## src/design/crr_ram.sv

```systemverilog
// Generic single-port-write, single-port-read RAM with registered read data.
// No dependencies.
`timescale 1ns / 1ps
module crr_ram #(
	parameter int WIDTH = 8,
	parameter int DEPTH = 16
) (
	input  logic clk,
	input  logic we,
	input  logic [$clog2(DEPTH)-1:0] waddr,
	input  logic [WIDTH-1:0] wdata,
	input  logic re,
	input  logic [$clog2(DEPTH)-1:0] raddr,
	output logic [WIDTH-1:0] rdata
);
	logic [WIDTH-1:0] mem [DEPTH];

	// write port, then registered read port
	always_ff @(posedge clk) begin
		if (we) begin
			mem[waddr] <= wdata;
		end
		if (re) begin
			rdata <= mem[raddr];
		end
	end
endmodule

```

## config.mk

```make
export PLATFORM = sky130hd
export DESIGN_NAME = crr_ram
export DESIGN_NICKNAME = d
export VERILOG_FILES = /design/src/design/crr_ram.sv
export SDC_FILE = /design/constraint.sdc
export NUM_CORES = 1
export LEC_CHECK = 0
export ABC_CLOCK_PERIOD_IN_PS = 2600
export BUFFER_PORTS_ARGS = -buffer_cell sky130_fd_sc_hd__buf_2
export CAP_MARGIN = 20
export CORE_UTILIZATION = 60
export DETAILED_ROUTE_END_ITERATION = 8
export MAX_ROUTING_LAYER = met4
export PLACE_DENSITY = 0.75
export SYNTH_ARGS = -nofsm -noshare
export SYNTH_HDL_FRONTEND = slang
export SYNTH_SLANG_ARGS = --single-unit
export TNS_END_PERCENT = 10
```

## constraint.sdc

```tcl
create_clock -name clk -period 2.6 [get_ports clk]
set_input_delay 0 -clock clk [delete_from_list [all_inputs] [get_ports clk]]
set_output_delay 0 -clock clk [all_outputs]
set_load 0.02 [all_outputs]
```

# Yosys cells after proc, flatten, opt, wreduce, memory -nomap -nowiden
# Memories as Yosys holds them, arrays and structs flattened. A register that Yosys moved wholly into a read port is not among the register bits.
# Cells that the tools add are included.
classes:
  mux: 2
op_table:
  columns: ["op", "count"]
  rows:
  - ["1-bit 2-to-1 mux", 2]
totals:
  register_bits: 0
  ram_bits: 128
  inputBits: 19
  out_inout_bits: 8
  elab_cells: 3
  mem_count: 1
mem_list:
  columns: ["memory", "depth", "width", "rd", "rd_ports_with_merged_regs", "wr", "line_no", "text"]
  rows:
  - ["mem", 16, 8, 1, 1, 1, "16", "logic [WIDTH-1:0] mem [DEPTH];"]

# Depth between registers and ports, before layout
# Gate-level depths: netlist of the first run.
depth:
  depth_word: 2
  mapped_depth: 5
  mapped_depth_nobuf: 3

# Worst setup path after synthesis of the first run
# Ideal clock, no wire load.
synth_path:
  path_type: "input-to-reg"
  start: "input waddr[2]"
  end: "memory mem[0][0] (enable)"
  setup_ns: 0.383
  t_arrival_ns: 1.110
  required_ns: 2.217
  slack_ns: 1.107
  cell_stages: 2
  n_path_buf: 0
  cell_sequence: "or3b_2 nor3_1"
synth_rtl:
  columns: ["item", "line_no", "text"]
  rows:
  - ["start, declared", "10", "input logic [$clog2(DEPTH)-1:0] waddr,"]
  - ["end, declared", "16", null]
# Straight into the memory's write port.

==> metrics.txt, run 1 <==
# TYPE chip_impl_metric gauge
chip_impl_metric{name="power_density",unit="mW/mm^2"} 811
chip_impl_metric{name="global_route_usage_over_all_layers",unit="%"} 24.7
chip_impl_metric{name="maxCapViolations",unit=""} 0
chip_impl_metric{name="clock_buffer_count_from_cts",unit=""} 17
chip_impl_metric{name="syn-mean-instance-area",unit="um^2"} 22.8
chip_impl_metric{name="report.final.hold_viol_count",unit=""} 0
chip_impl_metric{name="initial_core_util",unit="%"} 62.7
chip_impl_metric{name="fin_setup_tns",unit="ns"} 0
chip_impl_metric{name="antenna_violating_nets_post_route",unit=""} 0
chip_impl_metric{name="syn-cell-area",unit="mm^2"} 0.00523
chip_impl_metric{name="fp.dieH",unit="um"} 95.3
chip_impl_metric{name="synthToLayoutAreaGrowth",unit="%"} 17.3
chip_impl_metric{name="leakage",unit="nW"} 2.06
chip_impl_metric{name="final_net_count",unit=""} 302
chip_impl_metric{name="grt_overflow",unit=""} 0
chip_impl_metric{name="postSynthRegisterBits",unit=""} 136
chip_impl_metric{name="worst_ep_arrival_time",unit="ns"} 1.80
chip_impl_info{name="endpoint_kind",value="flop"} 1
chip_impl_metric{name="final.setup.worst_slack",unit="ns"} 1.05
chip_impl_metric{name="design.die.area",unit="mm^2"} 0.00909
chip_impl_metric{name="post_cts.repair.setup_buffers",unit=""} 0
chip_impl_info{name="crit_type",value="reg -> reg"} 1
chip_impl_info{name="rsz0062_at_grt",value="false"} 1
chip_impl_metric{name="clk_latency",unit="ns"} 0.51
chip_impl_metric{name="grt_start_max_net_pins",unit=""} 33
chip_impl_metric{name="post_dp_cell_area",unit="mm^2"} 0.00548
chip_impl_metric{name="finalInstanceArea",unit="mm^2"} 0.00613
chip_impl_metric{name="post_synth_num_cell_types",unit=""} 18
chip_impl_metric{name="timing_max_transition_violations_final",unit=""} 0
chip_impl_metric{name="num-fill-cells",unit=""} 469
chip_impl_info{name="ctsRootBufferMaster",value="clkbuf_8"} 1
chip_impl_metric{name="grt_first_pass_wirelength",unit="um"} 14400
chip_impl_metric{name="final_min_period_over_clock_period",unit="%"} 59.8
chip_impl_metric{name="final-setup-viol-count",unit=""} 0
chip_impl_metric{name="num_antenna_cells",unit=""} 0
chip_impl_metric{name="vias_in_the_first_global_route",unit=""} 2533
chip_impl_info{name="critical_path.startpoint_type",value="flop"} 1
chip_impl_metric{name="num_rows",unit=""} 33
chip_impl_info{name="cts_tree",value="yes"} 1
chip_impl_metric{name="detailroute.via_count",unit=""} 2522
chip_impl_metric{name="drt_iter0_markers",unit=""} 177
chip_impl_metric{name="post-place-ws",unit="ns"} 0.742
chip_impl_metric{name="port_buffers",unit=""} 26
chip_impl_metric{name="slew_headroom",unit="%"} 38.1
chip_impl_info{name="outcome",value="complete, no violations"} 1
chip_impl_metric{name="placer_s_final_routability_congestion_estimate",unit=""} 0.726
chip_impl_metric{name="vias_per_cell",unit=""} 6.29
chip_impl_metric{name="grt_antenna_before_repair",unit=""} 0
chip_impl_metric{name="cts.path.max_buffers",unit=""} 2
chip_impl_metric{name="worst_pin_slew",unit="ns"} 0.925
chip_impl_metric{name="worst_setup_hold_path_clk_slew",unit="ns"} 0.06
chip_impl_metric{name="timing.clock.skew",unit="ns"} 0.00546
chip_impl_metric{name="route.detailed.drc",unit=""} 0
chip_impl_metric{name="worst_ir_drop_vdd",unit="V"} 0.000482
chip_impl_metric{name="post_route_cells_drive_above_1_share",unit="%"} 29.1
chip_impl_metric{name="yosysSeqAreaShare",unit="%"} 78.1
chip_impl_info{name="holdCritPathClass",value="in -> reg"} 1
chip_impl_metric{name="crit_path_max_fanout",unit=""} 1
chip_impl_metric{name="dp_hpwl",unit="um"} 5630
chip_impl_metric{name="cts_max_level",unit=""} 4
chip_impl_metric{name="design.portCount",unit=""} 27
chip_impl_info{name="mostFrequentLayoutCell",value="edfxtp_1"} 1
chip_impl_metric{name="drt_pre_antenna_iters",unit=""} 4
chip_impl_metric{name="maxClockFrequency",unit="MHz"} 643
chip_impl_metric{name="required",unit="ns"} 2.85
chip_impl_metric{name="synth_fp_nets",unit=""} 248
chip_impl_metric{name="synth_cells",unit=""} 229
chip_impl_metric{name="die-width",unit="um"} 95.3
chip_impl_metric{name="numClockSinks",unit=""} 136
chip_impl_metric{name="avgRoutedWirePerCell",unit="um"} 24.1
chip_impl_metric{name="totalWireLength",unit="um"} 9670
chip_impl_info{name="layout.cells.most_common_list",value="edfxtp_1, buf_2, mux4_2"} 1
chip_impl_metric{name="floorplan.core_area",unit="mm^2"} 0.00834
chip_impl_metric{name="finalWorstPathRequiredPeriod",unit="ns"} 1.55
chip_impl_metric{name="synth.yosys.warnings",unit=""} 0
==> logic make-up (layout without fill, tap and decap cells) <==
kind of cell | count (synthesis) | count (layout) | share of synthesized area (%)
compound gates | 16 | 16 | 2.30
flops | 136 | 136 | 78.1
simple gates | 35 | 35 | 3.14
mux | 32 | 32 | 14.8
buf+inv | 10 | 77 | 1.65
==> cells in the mapped netlist <==
master | n | area [um^2]
edfxtp_1 | 136 | 4080
mux4_2 | 18 | 405
a22oi_1 | 16 | 120
mux4_1 | 14 | 368
nor2_1 | 13 | 48.8
nand2_1 | 9 | 33.8
nor3_1 | 4 | 20.0
buf_2 | 3 | 15.0
buf_6 | 3 | 33.8
clkdlybuf4s25_2 | 3 | 30.0
nand2b_1 | 2 | 12.5
nand3b_1 | 2 | 15.0
and2_1 | 1 | 6.26
and2b_1 | 1 | 7.51
buf_4 | 1 | 7.51
nand3_1 | 1 | 5.00
nor2b_1 | 1 | 6.26
or3b_2 | 1 | 8.76
==> power by group <==
group | internal (mW) | total, mW | switching, mW | leakage (nW)
clock | 1.36 | 2.26 | 0.895 | 0.264
sequential | 2.47 | 2.49 | 0.0153 | 1.24
combinational | 0.0982 | 0.232 | 0.134 | 0.563
total | 3.93 | 4.98 | 1.04 | 2.06
==> through the flow <==
stage / hold WS [ns] / power, mW / cells / utilization [%]
after floorplan: 0.0989 / 2.66 / 229 / -
after global placement: 0.372 / 2.74 / 360 / 65.7
after detailed placement: 0.384 / 2.75 / 360 / 65.7
after CTS: 0.0204 / 5.00 / 401 / 73.5
after global routing: 0.0497 / 5.10 / 401 / 73.5
final: 0.0487 / 4.98 / 401 / 73.5
==> path summary, 6_finish.rpt <==
check                       startpoint  cells past startpoint             endpoint  slack [ns]
setup / recovery   mem[9][2]$_DFFE_PP_                      3   rdata[2]$_DFFE_PP_        1.05
hold reg to reg   mem[14][6]$_DFFE_PP_                      3   rdata[6]$_DFFE_PP_        0.76
setup reg to reg   mem[9][2]$_DFFE_PP_                      3   rdata[2]$_DFFE_PP_        1.05
hold / removal                waddr[0]                      3  mem[8][1]$_DFFE_PP_        0.05
==> critical path, stage by stage, from the launching register on <==
cell      delay, ns
edfxtp_1       0.39
mux4_1         0.53
a22oi_1        0.29
nand2_1        0.08
==> metal layers <==
metal / GRT usage [%] / part of all wire, % / routed length, um
met1: 33.3 / 41 / 3920
met2: 36.8 / 51 / 4890
met3: 6.62 / 7.7 / 748
met4: 9.22 / 1.1 / 108
met5: - / 0 / 0
==> registers in the layout, indices dropped and copies added, names as in the netlist <==
signal	count
rdata	8
mem	128
==> cell type report <==
cell class | count | area [um^2] | share of cell area, %
Clock buffer | 17 | 414 | 6.75
Multi-Input combinational cell | 83 | 1060 | 17.2
Sequential cell | 136 | 4080 | 66.6
Clock inverter | 15 | 151 | 2.47
Tap cell | 105 | 131 | 2.14
Timing Repair Buffer | 45 | 295 | 4.81
==> what timing repair did <==
action	in CTS	in global routing
hold endpoints to repair	136	0
endpoints found under the setup margin	0	0
resized for setup	0	0
hold buffers	9	0
Power figures use the tool's default switching activity.
==> run 2: changes to the inputs <==
--- a/config.mk
+++ b/config.mk
@@ -5,13 +5,14 @@
 export SDC_FILE = /design/constraint.sdc
 export NUM_CORES = 1
 export LEC_CHECK = 0
-export ABC_CLOCK_PERIOD_IN_PS = 2600
+export ABC_AREA = 1
+export ABC_CLOCK_PERIOD_IN_PS = 1250
 export BUFFER_PORTS_ARGS = -buffer_cell sky130_fd_sc_hd__buf_2
 export CAP_MARGIN = 20
-export CORE_UTILIZATION = 60
+export CORE_UTILIZATION = 55
 export DETAILED_ROUTE_END_ITERATION = 8
 export MAX_ROUTING_LAYER = met4
-export PLACE_DENSITY = 0.75
+export PLACE_DENSITY = 0.72
 export SYNTH_ARGS = -nofsm -noshare
 export SYNTH_HDL_FRONTEND = slang
 export SYNTH_SLANG_ARGS = --single-unit
==> constraint.sdc (replaced) <==
create_clock -name clk -period 1.25 [get_ports clk]
set_input_delay 0 -clock clk [delete_from_list [all_inputs] [get_ports clk]]
set_output_delay 0 -clock clk [all_outputs]
set_load 0.02 [all_outputs]
==> run 2 against run 1 <==
  * Count of clock-buffer cells in the layout is 2 higher
  * Die area is 22% higher
  * Worst hold slack better by 0.063 ns
  * Flip-flop and latch count stayed put
  * Fmax is 35% higher
  * Highest routed layer unchanged
==> metrics.txt, run 2 <==
# TYPE chip_impl_metric gauge
chip_impl_info{name="outcome",value="complete, no violations"} 1
chip_impl_metric{name="post_cts.repair.setup_buffers",unit=""} 0
chip_impl_metric{name="clk_latency",unit="ns"} 0.52
chip_impl_metric{name="syn-cell-area",unit="mm^2"} 0.00585
chip_impl_metric{name="antenna_violating_nets_post_route",unit=""} 0
chip_impl_info{name="cts_tree",value="yes"} 1
chip_impl_metric{name="critical_path_buf_inv_count",unit=""} 0
chip_impl_metric{name="cts_max_level",unit=""} 4
chip_impl_metric{name="numClockSinks",unit=""} 136
chip_impl_metric{name="crit_path_max_fanout",unit=""} 1
chip_impl_info{name="holdCritPathClass",value="in -> reg"} 1
chip_impl_metric{name="initial_core_util",unit="%"} 56.6
chip_impl_metric{name="worst_ep_arrival_time",unit="ns"} 1.42
chip_impl_info{name="synth_top_flop_cell",value="edfxtp_1"} 1
chip_impl_metric{name="final_min_period_over_clock_period",unit="%"} 92.3
chip_impl_metric{name="route.detailed.drc",unit=""} 0
chip_impl_metric{name="timing.clock.skew",unit="ns"} 0.00590
chip_impl_metric{name="synthToLayoutAreaGrowth",unit="%"} 17.4
chip_impl_metric{name="fp.dieH",unit="um"} 105
chip_impl_metric{name="num_rows",unit=""} 37
chip_impl_metric{name="report.power.total",unit="mW"} 10.3
chip_impl_metric{name="synth_async_sr_flop_share",unit="%"} 0
chip_impl_metric{name="cts.path.max_buffers",unit=""} 2
chip_impl_metric{name="synth_xor_xnor_area_share",unit="%"} 0
chip_impl_metric{name="vias_per_cell",unit=""} 5.35
chip_impl_metric{name="grt_antenna_before_repair",unit=""} 0
chip_impl_metric{name="leakage",unit="nW"} 2.99
chip_impl_metric{name="grt_first_pass_wirelength",unit="um"} 20900
chip_impl_metric{name="avgRoutedWirePerCell",unit="um"} 17.5
chip_impl_metric{name="num-fill-cells",unit=""} 778
chip_impl_metric{name="synth_cells",unit=""} 551
chip_impl_metric{name="holdBufCountCts",unit=""} 11
chip_impl_metric{name="port_buffers",unit=""} 26
chip_impl_metric{name="post_route_cells_drive_above_1_share",unit="%"} 12.6
chip_impl_metric{name="placer_s_final_routability_congestion_estimate",unit=""} 0.828
chip_impl_metric{name="post_synth_fa_ha_maj_area_fraction",unit="%"} 0
chip_impl_metric{name="worst_setup_hold_path_clk_slew",unit="ns"} 0.06
chip_impl_metric{name="postSynthRegisterBits",unit=""} 136
chip_impl_info{name="layout.cells.most_common_list",value="nand2_1, edfxtp_1, inv_1"} 1
chip_impl_metric{name="worst_pin_slew",unit="ns"} 0.578
chip_impl_metric{name="fin_setup_tns",unit="ns"} 0
chip_impl_metric{name="clock_buffer_count_from_cts",unit=""} 17
chip_impl_metric{name="global_route_usage_over_all_layers",unit="%"} 27.1
chip_impl_metric{name="post-synth-top-area-fraction",unit="%"} 69.8
chip_impl_metric{name="finalInstanceArea",unit="mm^2"} 0.00686
chip_impl_metric{name="die-width",unit="um"} 105
chip_impl_metric{name="design.portCount",unit=""} 27
chip_impl_metric{name="slowest_stage_delay_on_critical_path",unit="ns"} 0.38
chip_impl_info{name="combinational_family_with_the_most_area_after_synthesis",value="simple AND/OR/NAND/NOR gates"} 1
chip_impl_metric{name="synth.yosys.warnings",unit=""} 0
chip_impl_info{name="post_synth_most_frequent_cells",value="nand2_1, edfxtp_1, inv_1"} 1
chip_impl_metric{name="required",unit="ns"} 1.52
chip_impl_metric{name="synth_compound_gate_area_share",unit="%"} 0
chip_impl_info{name="crit_type",value="reg -> reg"} 1
chip_impl_metric{name="worst_ir_drop_vdd",unit="V"} 0.000954
chip_impl_metric{name="synth_simple_gate_area_share",unit="%"} 20.8
chip_impl_metric{name="maxCapViolations",unit=""} 0
chip_impl_metric{name="syn-mean-instance-area",unit="um^2"} 10.6
chip_impl_metric{name="drt_pre_antenna_iters",unit=""} 5
chip_impl_info{name="top_regs",value="mem (128), rdata (8)"} 1
chip_impl_info{name="cp_cell_sequence",value="nand2_1, nand2_1, nand2_1, nand3_1, nand3_1, nand2_1"} 1
chip_impl_info{name="endpoint_kind",value="flop"} 1
chip_impl_metric{name="ctsResizeCount",unit=""} 0
chip_impl_info{name="synth_largest_area_cell",value="edfxtp_1"} 1
chip_impl_metric{name="finalWorstPathRequiredPeriod",unit="ns"} 1.15
chip_impl_metric{name="grt_start_max_net_pins",unit=""} 65
chip_impl_metric{name="dp_hpwl",unit="um"} 8070
chip_impl_info{name="crit_path_top_delay_cell",value="edfxtp_1"} 1
chip_impl_metric{name="timing_max_transition_violations_final",unit=""} 0
chip_impl_metric{name="power_density",unit="mW/mm^2"} 1510
chip_impl_info{name="critical_path.startpoint_type",value="flop"} 1
chip_impl_metric{name="design.die.area",unit="mm^2"} 0.0110
chip_impl_info{name="path_delay_family",value="simple AND/OR/NAND/NOR gates"} 1
chip_impl_metric{name="final-setup-viol-count",unit=""} 0
chip_impl_metric{name="synth_fp_nets",unit=""} 570
chip_impl_metric{name="totalWireLength",unit="um"} 13200
chip_impl_metric{name="report.final.hold_viol_count",unit=""} 0
chip_impl_info{name="rsz0062_at_grt",value="false"} 1
chip_impl_info{name="yosys.cell_count.top_type",value="nand2_1"} 1
chip_impl_metric{name="post_dp_cell_area",unit="mm^2"} 0.00622
chip_impl_metric{name="drt_iter0_markers",unit=""} 359
chip_impl_metric{name="grt_overflow",unit=""} 0
chip_impl_info{name="ctsRootBufferMaster",value="clkbuf_8"} 1
chip_impl_metric{name="slew_headroom",unit="%"} 61.4
chip_impl_info{name="mostFrequentLayoutCell",value="nand2_1"} 1
chip_impl_info{name="netlist_top_cells_area",value="edfxtp_1, nand2_1, nand3_1"} 1
chip_impl_metric{name="floorplan.core_area",unit="mm^2"} 0.0103
chip_impl_metric{name="num_antenna_cells",unit=""} 0
chip_impl_metric{name="final_net_count",unit=""} 627
chip_impl_metric{name="synthMuxAreaShare",unit="%"} 0
chip_impl_metric{name="post_synth_num_cell_types",unit=""} 11
chip_impl_metric{name="maxClockFrequency",unit="MHz"} 866
chip_impl_info{name="crit_path_frequent_cell",value="nand2_1"} 1
chip_impl_metric{name="vias_in_the_first_global_route",unit=""} 3986
chip_impl_metric{name="largest_register_ffs",unit=""} 128
chip_impl_info{name="max_flop_register",value="mem"} 1
chip_impl_metric{name="yosysSeqAreaShare",unit="%"} 69.8
chip_impl_metric{name="detailroute.via_count",unit=""} 4049
chip_impl_metric{name="synth-edff-count",unit=""} 136
run 2: power by group:
group	total (mW)	internal, mW	switching (mW)
clock network	4.49	2.78	1.72
registers	5.17	5.14	0.0299
logic	0.684	0.220	0.465
run 2: cells by family after synthesis:
kind of cell	count (synthesis)
buf+inv	126
flops	136
simple gates	289
run 2: metrics by stage:
step / util, % / hold slack (ns) / instances / worst slack [ns]
after floorplan: - / 0.0989 / 551 / 0.299
after global placement: 60.2 / 0.384 / 714 / 0.0890
after detailed placement: 60.2 / 0.385 / 714 / 0.0703
after CTS: 66.5 / 0.0837 / 757 / 0.0952
after global routing: 66.5 / 0.137 / 757 / 0.0532
final: 66.5 / 0.111 / 757 / 0.0956
run 2: final cells by class:
| class | count | area, um^2 | area share [%] |
|---|---|---|---|
| inverter | 102 | 383 | 5.58 |
| clock inverter | 13 | 111 | 1.62 |
| tap | 136 | 170 | 2.48 |
| timing repair buffer | 62 | 478 | 6.97 |
| sequential | 136 | 4080 | 59.5 |
| multi-input combinational | 289 | 1210 | 17.7 |
| clock buffer | 19 | 422 | 6.15 |
run 2: final timing paths:
path              depth (start not counted)  slack, ns                    to            startpoint
setup / recovery                          6        0.1    rdata[2]$_DFFE_PP_  mem[13][2]$_DFFE_PP_
hold / removal                            4       0.11  mem[13][3]$_DFFE_PP_              waddr[0]
setup reg to reg                          6        0.1    rdata[2]$_DFFE_PP_  mem[13][2]$_DFFE_PP_
hold reg to reg                           6       0.75    rdata[2]$_DFFE_PP_   mem[6][2]$_DFFE_PP_
run 2: worst min-delay path, delay by kind of cell:
family / cells / cell delay [ns]
AND/OR/NAND/NOR: 2 / 0.22
buffers and inverters: 2 / 0.27
run 2: metal layers:
| layer | vias up | routed length [um] | track usage [%] |
|---|---|---|---|
| met3 | 21 | 1210 | 6.43 |
| met4 | 0 | 267 | 12.4 |
| met5 | - | 0 | - |
| met1 | 1907 | 5590 | 36.0 |
| met2 | 226 | 6140 | 40.0 |
| li1 | 1895 | - | - |
==> run 3: changes to the inputs <==
--- a/config.mk
+++ b/config.mk
@@ -6,12 +6,11 @@
 export NUM_CORES = 1
 export LEC_CHECK = 0
 export ABC_AREA = 1
-export ABC_CLOCK_PERIOD_IN_PS = 1250
+export ABC_CLOCK_PERIOD_IN_PS = 950
 export BUFFER_PORTS_ARGS = -buffer_cell sky130_fd_sc_hd__buf_2
 export CAP_MARGIN = 20
 export CORE_UTILIZATION = 55
 export DETAILED_ROUTE_END_ITERATION = 8
-export MAX_ROUTING_LAYER = met4
 export PLACE_DENSITY = 0.72
 export SYNTH_ARGS = -nofsm -noshare
 export SYNTH_HDL_FRONTEND = slang
==> constraint.sdc (replaced) <==
create_clock -name clk -period 0.95 [get_ports clk]
set_input_delay 0 -clock clk [delete_from_list [all_inputs] [get_ports clk]]
set_output_delay 0 -clock clk [all_outputs]
set_load 0.02 [all_outputs]
==> run 3 against run 2 <==
  * The flow now finishes with violations (negative setup slack)
  * Core utilization up 2.8 points
  * Cell area up 4.2%
  * Total power up 34%
==> metrics.txt, run 3 (synthesized netlist as in run 2, its figures left out) <==
# TYPE chip_impl_metric gauge
chip_impl_info{name="cts_tree",value="yes"} 1
chip_impl_info{name="ctsRootBufferMaster",value="clkbuf_8"} 1
chip_impl_info{name="holdCritPathClass",value="in -> reg"} 1
chip_impl_metric{name="route.detailed.drc",unit=""} 0
chip_impl_metric{name="vias_in_the_first_global_route",unit=""} 3946
chip_impl_metric{name="report.final.hold_viol_count",unit=""} 0
chip_impl_metric{name="num-fill-cells",unit=""} 741
chip_impl_metric{name="timing_max_transition_violations_final",unit=""} 0
chip_impl_metric{name="cts.path.max_buffers",unit=""} 2
chip_impl_metric{name="floorplan.core_area",unit="mm^2"} 0.0103
chip_impl_metric{name="detailroute.via_count",unit=""} 4020
chip_impl_metric{name="grt_start_max_net_pins",unit=""} 65
chip_impl_metric{name="totalWireLength",unit="um"} 13400
chip_impl_metric{name="required",unit="ns"} 0.95
chip_impl_info{name="failed_checks",value="negative setup slack"} 1
chip_impl_metric{name="worst_setup_hold_path_clk_slew",unit="ns"} 0.06
chip_impl_metric{name="port_buffers",unit=""} 26
chip_impl_metric{name="power_density",unit="mW/mm^2"} 1940
chip_impl_metric{name="crit_path_max_fanout",unit=""} 1
chip_impl_metric{name="largest_register_ffs",unit=""} 128
chip_impl_info{name="path_delay_family",value="flip-flops"} 1
chip_impl_info{name="top_regs",value="mem (128), rdata (8)"} 1
chip_impl_info{name="max_flop_register",value="mem"} 1
chip_impl_metric{name="design.die.area",unit="mm^2"} 0.0110
chip_impl_info{name="outcome",value="finished with violations"} 1
chip_impl_metric{name="avgRoutedWirePerCell",unit="um"} 17.7
chip_impl_metric{name="worst_ir_drop_vdd",unit="V"} 0.00131
chip_impl_metric{name="grt_overflow",unit=""} 0
chip_impl_metric{name="num_rows",unit=""} 37
chip_impl_metric{name="cts_max_level",unit=""} 4
chip_impl_metric{name="final-setup-viol-count",unit=""} 16
chip_impl_metric{name="die-width",unit="um"} 105
chip_impl_metric{name="post_cts.repair.setup_buffers",unit=""} 0
chip_impl_metric{name="timing.clock.skew",unit="ns"} 0.00794
chip_impl_metric{name="fp.dieH",unit="um"} 105
chip_impl_metric{name="grt_antenna_before_repair",unit=""} 0
chip_impl_metric{name="placer_s_final_routability_congestion_estimate",unit=""} 0.809
chip_impl_metric{name="slowest_stage_delay_on_critical_path",unit="ns"} 0.43
chip_impl_metric{name="final_net_count",unit=""} 630
chip_impl_metric{name="layout.area.seq",unit="mm^2"} 0.00408
chip_impl_metric{name="post-place-ws",unit="ns"} -0.228
chip_impl_metric{name="leakage",unit="nW"} 3.11
chip_impl_metric{name="clock_buffer_count_from_cts",unit=""} 17
chip_impl_metric{name="vias_per_cell",unit=""} 5.30
chip_impl_metric{name="worst_ep_arrival_time",unit="ns"} 1.12
chip_impl_metric{name="grt_first_pass_wirelength",unit="um"} 21100
chip_impl_metric{name="antenna_violating_nets_post_route",unit=""} 0
chip_impl_metric{name="finalWorstPathRequiredPeriod",unit="ns"} 1.12
chip_impl_info{name="rsz0062_at_grt",value="true"} 1
chip_impl_info{name="crit_type",value="reg -> out"} 1
chip_impl_info{name="crit_path_top_delay_cell",value="edfxtp_1"} 1
chip_impl_metric{name="slew_headroom",unit="%"} 69.6
chip_impl_metric{name="final_min_period_over_clock_period",unit="%"} 118
chip_impl_metric{name="post_route_cells_drive_above_1_share",unit="%"} 20.7
chip_impl_metric{name="drt_pre_antenna_iters",unit=""} 5
chip_impl_metric{name="maxCapViolations",unit=""} 0
chip_impl_metric{name="fin_setup_tns",unit="ns"} -1.96
chip_impl_metric{name="multi_input_area",unit="mm^2"} 0.00142
chip_impl_metric{name="clk_latency",unit="ns"} 0.53
chip_impl_metric{name="synthToLayoutAreaGrowth",unit="%"} 22.3
chip_impl_metric{name="design.portCount",unit=""} 27
chip_impl_info{name="layout.cells.most_common_list",value="nand2_1, edfxtp_1, inv_1"} 1
chip_impl_metric{name="initial_core_util",unit="%"} 56.6
chip_impl_metric{name="critical_path_buf_inv_count",unit=""} 1
chip_impl_metric{name="numClockSinks",unit=""} 136
chip_impl_info{name="critical_path.startpoint_type",value="flop"} 1
chip_impl_metric{name="final.setup.worst_slack",unit="ns"} -0.173
chip_impl_metric{name="dp_hpwl",unit="um"} 7980
chip_impl_metric{name="drt_iter0_markers",unit=""} 278
chip_impl_metric{name="num_antenna_cells",unit=""} 0
chip_impl_metric{name="worst_pin_slew",unit="ns"} 0.456
chip_impl_metric{name="global_route_usage_over_all_layers",unit="%"} 26.5
chip_impl_metric{name="maxClockFrequency",unit="MHz"} 890
chip_impl_info{name="endpoint_kind",value="output port"} 1
chip_impl_info{name="mostFrequentLayoutCell",value="nand2_1"} 1
chip_impl_info{name="cp_cell_sequence",value="buf_6"} 1
==> run 3: cell types whose count changed in the layout (fill, tap and decap cells not counted), sizes merged <==
cell and change:
dlygate4sd3 -1, clkbuf -2, clkinvlp +1, buf +4
==> run 3: area by class of cell <==
| type | count | share of cell area [%] |
|---|---|---|
| clock buffer | 17 | 5.79 |
| timing repair buffer | 65 | 7.58 |
| clock inverter | 14 | 1.89 |
| inverter | 102 | 5.35 |
| multi-input combinational | 289 | 19.9 |
| tap | 136 | 2.38 |
| sequential | 136 | 57.1 |
==> run 3: power by group <==
group | switching (mW) | internal (mW) | total [mW]
clock network | 2.39 | 3.68 | 6.07
registers | 0.0394 | 6.76 | 6.80
logic | 0.669 | 0.347 | 1.02
total | 3.10 | 10.8 | 13.9
==> run 3: path summary, 6_finish.rpt <==
path                                      startpoint  slack [ns]  cells after the start                  end
worst min-delay path                        waddr[1]        0.09                      4  mem[3][2]$_DFFE_PP_
worst max register to register   mem[0][3]$_DFFE_PP_       -0.13                      6   rdata[3]$_DFFE_PP_
worst min register to register  mem[11][7]$_DFFE_PP_        0.75                      6   rdata[7]$_DFFE_PP_
worst max-delay path              rdata[5]$_DFFE_PP_       -0.17                      1             rdata[5]
==> run 3: per-stage QoR <==
step                instances  instance area, um^2  utilization, %  power [mW]  hold WS, ns
detailed placement        718                 6290            60.9        7.81        0.382
finish                    759                 7150            69.3        13.9       0.0936
global route              759                 7150            69.3        14.3        0.110
CTS                       759                 7040            68.2        13.9       0.0773
global placement          718                 6290            60.9        7.80        0.388
floorplan                 551                 5850               -        7.43       0.0989
==> run 3: routing by layer <==
layer / vias up / GRT usage, % / wire length [um]
met1: 1905 / 35.2 / 5560
met3: 31 / 7.05 / 992
met4: 0 / 12.9 / 356
met2: 182 / 40.8 / 6540
li1: 1902 / - / -
met5: - / 0 / 0
==> run 3: timing repair <==
item                                    CTS  global route
hold buffers                             10             0
pin swaps                                15            13
endpoints found under the setup margin   16            16
endpoints found under the hold margin   138             0
gates resized for setup                  22            23
